==> src/hw/rtl/mbe_pkg.sv <==
`default_nettype none
package mbe_pkg;

   localparam int C_W = 32;
   localparam int CNT_W = 13;
   localparam int Z_W = 64;
   localparam int Z_FRAC = 40;

   // operand magnitudes stay below 2^50 wherever a product is formed
   localparam int MAG_W = 50;
   localparam int HALF_W = MAG_W / 2;
   localparam int PP_W = 2 * HALF_W;
   localparam int FULL_W = 2 * MAG_W;
   localparam int PROD_W = FULL_W - Z_FRAC;

   localparam int QUEUE_DEPTH = 2;
   localparam int QPTR_W = 1;
   localparam int QCNT_W = 2;

   localparam logic [CNT_W-1:0] ITER_CAP_RESET = CNT_W'(100);

   localparam logic signed [Z_W-1:0] Z_ONE = 64'sd1 <<< Z_FRAC;
   localparam logic signed [Z_W-1:0] Z_QUARTER = Z_ONE >>> 2;
   localparam logic signed [Z_W-1:0] Z_TWO = Z_ONE <<< 1;
   localparam logic signed [Z_W-1:0] ESC_COMP = 64'sd633 <<< Z_FRAC;

   localparam logic [PROD_W:0] DISK_LIM = {{PROD_W{1'b0}}, 1'b1} << (Z_FRAC - 4);
   localparam logic [PROD_W:0] ESC_LIMIT =
      {{(PROD_W + 1 - 20){1'b0}}, 20'd400000} << Z_FRAC;

   typedef struct packed {
      logic signed [Z_W-1:0] c_real;
      logic signed [Z_W-1:0] c_imag;
      logic                  interior;
   } queue_item_type;

   function automatic logic [MAG_W-1:0] mag_trunc(input logic signed [Z_W-1:0] v);
      logic [Z_W-1:0] m;
      m = v[Z_W-1] ? (~v + Z_W'(1)) : v;
      return m[MAG_W-1:0];
   endfunction

   function automatic logic in_range(input logic signed [Z_W-1:0] v,
                                     input logic signed [Z_W-1:0] lim);
      return (v < lim) && (v > -lim);
   endfunction

endpackage
`default_nettype wire

==> src/hw/rtl/mbe_queue.sv <==
`default_nettype none
module mbe_queue (
   input  wire                            clock,
   input  wire                            reset,
   input  wire                            push,
   input  mbe_pkg::queue_item_type        push_item,
   output logic                           full,
   input  wire                            pop,
   output mbe_pkg::queue_item_type        pop_item,
   output logic                           empty
);

   mbe_pkg::queue_item_type entry_ff [mbe_pkg::QUEUE_DEPTH];
   logic [mbe_pkg::QPTR_W-1:0] wr_ptr_ff, wr_ptr_in, rd_ptr_ff, rd_ptr_in;
   logic [mbe_pkg::QCNT_W-1:0] count_ff, count_in;
   logic do_push, do_pop;

   assign full = (count_ff == mbe_pkg::QCNT_W'(mbe_pkg::QUEUE_DEPTH));
   assign empty = (count_ff == '0);
   assign do_push = push && !full;
   assign do_pop = pop && !empty;
   assign pop_item = entry_ff[rd_ptr_ff];

   always_comb begin
      wr_ptr_in = do_push ? wr_ptr_ff + 1'b1 : wr_ptr_ff;
      rd_ptr_in = do_pop ? rd_ptr_ff + 1'b1 : rd_ptr_ff;
      count_in = count_ff;
      if (do_push && !do_pop) begin
         count_in = count_ff + mbe_pkg::QCNT_W'(1);
      end else if (do_pop && !do_push) begin
         count_in = count_ff - mbe_pkg::QCNT_W'(1);
      end
   end

   always_ff @(posedge clock) begin
      if (reset) begin
         wr_ptr_ff <= '0;
         rd_ptr_ff <= '0;
         count_ff <= '0;
      end else begin
         wr_ptr_ff <= wr_ptr_in;
         rd_ptr_ff <= rd_ptr_in;
         count_ff <= count_in;
      end
   end

   always_ff @(posedge clock) begin
      if (do_push) begin
         entry_ff[wr_ptr_ff] <= push_item;
      end
   end

   a_push_fills: assert property (@(posedge clock) disable iff (reset)
      (do_push && !do_pop) |=> !empty)
      else $error("queue empty after transfer in");

endmodule
`default_nettype wire

==> config.mk <==
export PLATFORM = sky130hd
export DESIGN_NAME = mbe_queue
export DESIGN_NICKNAME = d
export VERILOG_FILES = /design/src/hw/rtl/mbe_pkg.sv /design/src/hw/rtl/mbe_queue.sv
export SDC_FILE = /design/constraint.sdc
export NUM_CORES = 1
export LEC_CHECK = 0
export BUFFER_PORTS_ARGS = -buffer_cell sky130_fd_sc_hd__buf_2
export CORE_MARGIN = 2
export CORE_UTILIZATION = 47
export CTS_CLUSTER_SIZE = 25
export DETAILED_ROUTE_END_ITERATION = 10
export GPL_ROUTABILITY_DRIVEN = 0
export GPL_TIMING_DRIVEN = 0
export MAX_ROUTING_LAYER = met4
export PLACE_DENSITY = 0.84
export SLEW_MARGIN = 40
export SYNTH_ARGS = -nofsm -noshare
export SYNTH_HDL_FRONTEND = slang
export SYNTH_SLANG_ARGS = --single-unit
==> constraint.sdc <==
create_clock -name clock -period 3.72 [get_ports clock]
set_input_delay 0.186 -clock clock [delete_from_list [all_inputs] [get_ports clock]]
set_output_delay 0.186 -clock clock [all_outputs]
set_load 0.1 [all_outputs]
==> key figures <==
Floorplanning
  – Cell row count: 52
  – Die Span X: ~150 um
  – Boundary pin count: 264
  – Core ar.: a little over 0.02 mm2
  – Die height: about 150 um
  – Initial Util: 47.6%
  – Die ar.: roughly 0.022 mm2

Clock network
  – H-tree levels: 1
  – Post-CTS resize count: 0
  – Total setup buffers inserted after CTS: 0
  – Root Buffer: clkbuf_16
  – CTS buffer count: 26
  – CTS tree: done
  – Sink Count: 263
  – Clock slew at reported path FFs: around 60 ps
  – Clk Latency, worst-skew pair: 510 ps
  – Clock Tree Buf Depth: 3

STA
  – Setup total negative slack: 0 ps
  – Final worst-path cycle share: 58.7%
  – RSZ-0062 raised after global routing: no
  – Clk_skew: roughly 14 ps
  – Fmax: between 400 and 500 MHz
  – Worst-Margin Slew: 533 ps
  – Setup violators final: 0
  – Tmin final: 2180 ps
  – Fin. Hold Viols: 0
  – Max-slew headroom: 64.7%
  – Pins Over Slew Limit: 0

Global routing
  – First-pass GRT wire length: around 32 mm
  – Initial antenna violation count: 1
  – Vias in the first global route: 6105
  – Pin count of the biggest net entering global routing: 40
  – GRT overflow: 0
  – Tot GR Track Use: 19.8%

Power
  – Combinational cell fraction of total power: 46.2%
  – P_leak: 5.15 nW
  – PwrDens: 875 mW/mm2
  – Share of power burned in the clock network: 21.7%
  – Sequential power share: 32.1%
  – Internal power: 0.00638 W
  – Net switching power: around 0.0055 W
  – Peak supply drop: around 0.00086 V
  – Overall power: 0.0119 W
  – Switching Fraction: 46.3%

Drt
  – Vias per Instance: 4.91
  – Starting DRT DRC Count: ~240
  – DRT antenna net count: 0
  – Routed wire per std cell: approximately 18 um
  – Vias: 5623
  – Post-route DRC: 0
  – Final WL: 21.2 mm
  – TritonRoute pass-1 iters: 4

Outcome
  – Outcome: finished clean

Synth
  – Synthesized cell area: 0.00956 mm2
  – Register area share after synthesis: between 80% and 90%
  – Synth warnings: 0
  – Cells after Synth: roughly 430
  – Synth Register Bits: ~260
  – Main area contributors after synthesis: edfxtp_1 81%, mux2_2 15%, buf_6 1.3%
  – Syn Nets: 560
  – Synthesized area per cell: about 22 um2
  – Cell accounting for the most synthesized area: edfxtp_1
  – Netlist cell types: 15
  – Post-synth top area share: 81.0%

Finish
  – P&R area growth vs syn: 42.0%
  – Total Nets Final: 990
  – Fill cells: between 1000 and 1500
  – Commonest non-fill, non-tap cell in the layout: buf_2
  – Final Util: approximately two thirds
  – Share of post-route cells with drive strength above 1: 52.3%
  – Most frequent cells in the layout: 264 x buf_2, 258 x edfxtp_1, 130 x dlygate4sd3_1, 129 x mux2_2, 27 x clkbuf_16

Worst setup path
  – CP Max Fanout: 10
  – Worst r2r path cells: 6
  – R2R Setup Slk: 1610 ps
  – CP Cell Sequence: buf_4 > buf_6 > mux2_2 > buf_2
  – Worst Path Arrival: 2000 ps
  – Critical Path Source Type: flip-flop
  – Top delay family on crit path: buffers and inverters
  – Critical Path RT: 3530 ps
  – FF-to-FF Start: count_ff[0]
  – Slowest cell delay on critical path: roughly 350 ps
  – Crit Path Class: reg -> out
  – FF-to-FF End: entry_ff[0][82]
  – Critical Path Sink Type: primary output
  – CP bufs+invs: 3
  – Slowest cell on the critical path: mux2_2

Min path
  – Sink of the worst hold path: wr_ptr_ff
  – HP Class: in -> reg
  – Hold_sp: push
  – Hold path cells: 4

Placement
  – IO Port Bufs: 263
  – Dpl hpwl: 12.8 mm

Job
  – Max-cap violation count: 0
==> Yosys cell counts <==
library cell  count
a21oi_1           2
and2_1            1
buf_2             1
buf_4             2
buf_6            11
dfxtp_1           5
edfxtp_1        258
ha_1              1
inv_1             2
mux2_2          129
nor2_1            5
nor2b_2           1
o21ai_0           3
or3_1             2
xor2_1            3
==> what timing repair did <==
action	4_1_cts	5_1_grt
setup endpoints to repair	0	0
hold buffers	130	0
endpoints found under the hold margin	263	0
==> tightest hold or removal path, delay by kind of cell <==
| family | cells | cell delay (ps) |
|---|---|---|
| AO/OA/AOI/OAI | 2 | 290 |
| buffers and inverters | 2 | 140 |
==> power groups by stage <==
stage	Clock (W)	Sequential [W]	Combinational [W]
finish	0.00258	0.00382	0.00549
global route	0.00275	0.00385	0.00565
CTS	0.00262	0.00381	0.00549
detailed placement	0	0.00388	0.00536
global placement	0	0.00390	0.00521
floorplan	0	0.00387	0.00450
==> flip-flops by register name, summed over array words and instances (netlist names), named ones only <==
register   cells
rd_ptr_ff      1
wr_ptr_ff      1
count_ff       2
entry_ff     258
==> metal layers <==
layer	vias to the layer above	track usage, %	wire [um]
li1	2567	-	-
met1	2748	22.1	7810
met2	240	35.2	11300
met3	68	4.06	1340
met4	0	7.57	743
met5	-	-	0
==> through the flow <==
step	hold slack [ps]	instance area, um2	std cells	setup WS [ps]
final	158	13600	1146	1540
after CTS	51.8	13600	1145	1470
after detailed placement	377	11400	968	1670
after floorplan	255	9570	426	258
after global placement	374	11200	959	-368
after global routing	148	13600	1146	1430
==> worst max path at each step <==
stage,start,end,depth (start not counted)
final,flip-flop,pop_item[89],4
after global routing,flip-flop,pop_item[90],4
after CTS,flip-flop,pop_item[91],4
after detailed placement,count_ff[0],entry_ff[0][83],6
after global placement,count_ff[1],entry_ff[0][78],3
after floorplan,count_ff[1],entry_ff[0][0],3
==> kinds of logic after synthesis <==
logic type,count (synthesis),share of synthesized area (%)
xor+xnor,3,0.275
fa+ha+maj,1,0.131
mux,129,15.2
buf+inv,16,1.58
compound gates,5,0.262
flops,263,82.1
simple gates,9,0.484
==> final cells by class <==
class,instances,area (um2),area share (%)
Buffer,14,144,1.06
Multi-Input combinational cell,147,1570,11.6
Clock inverter,17,161,1.19
Tap cell,270,338,2.49
Timing Repair Buffer,402,2820,20.8
Inverter,2,11.3,0.0829
Sequential cell,263,7850,57.8
Antenna cell,1,2.50,0.0184
Clock buffer,30,687,5.06
Power figures use the tool's default switching activity.
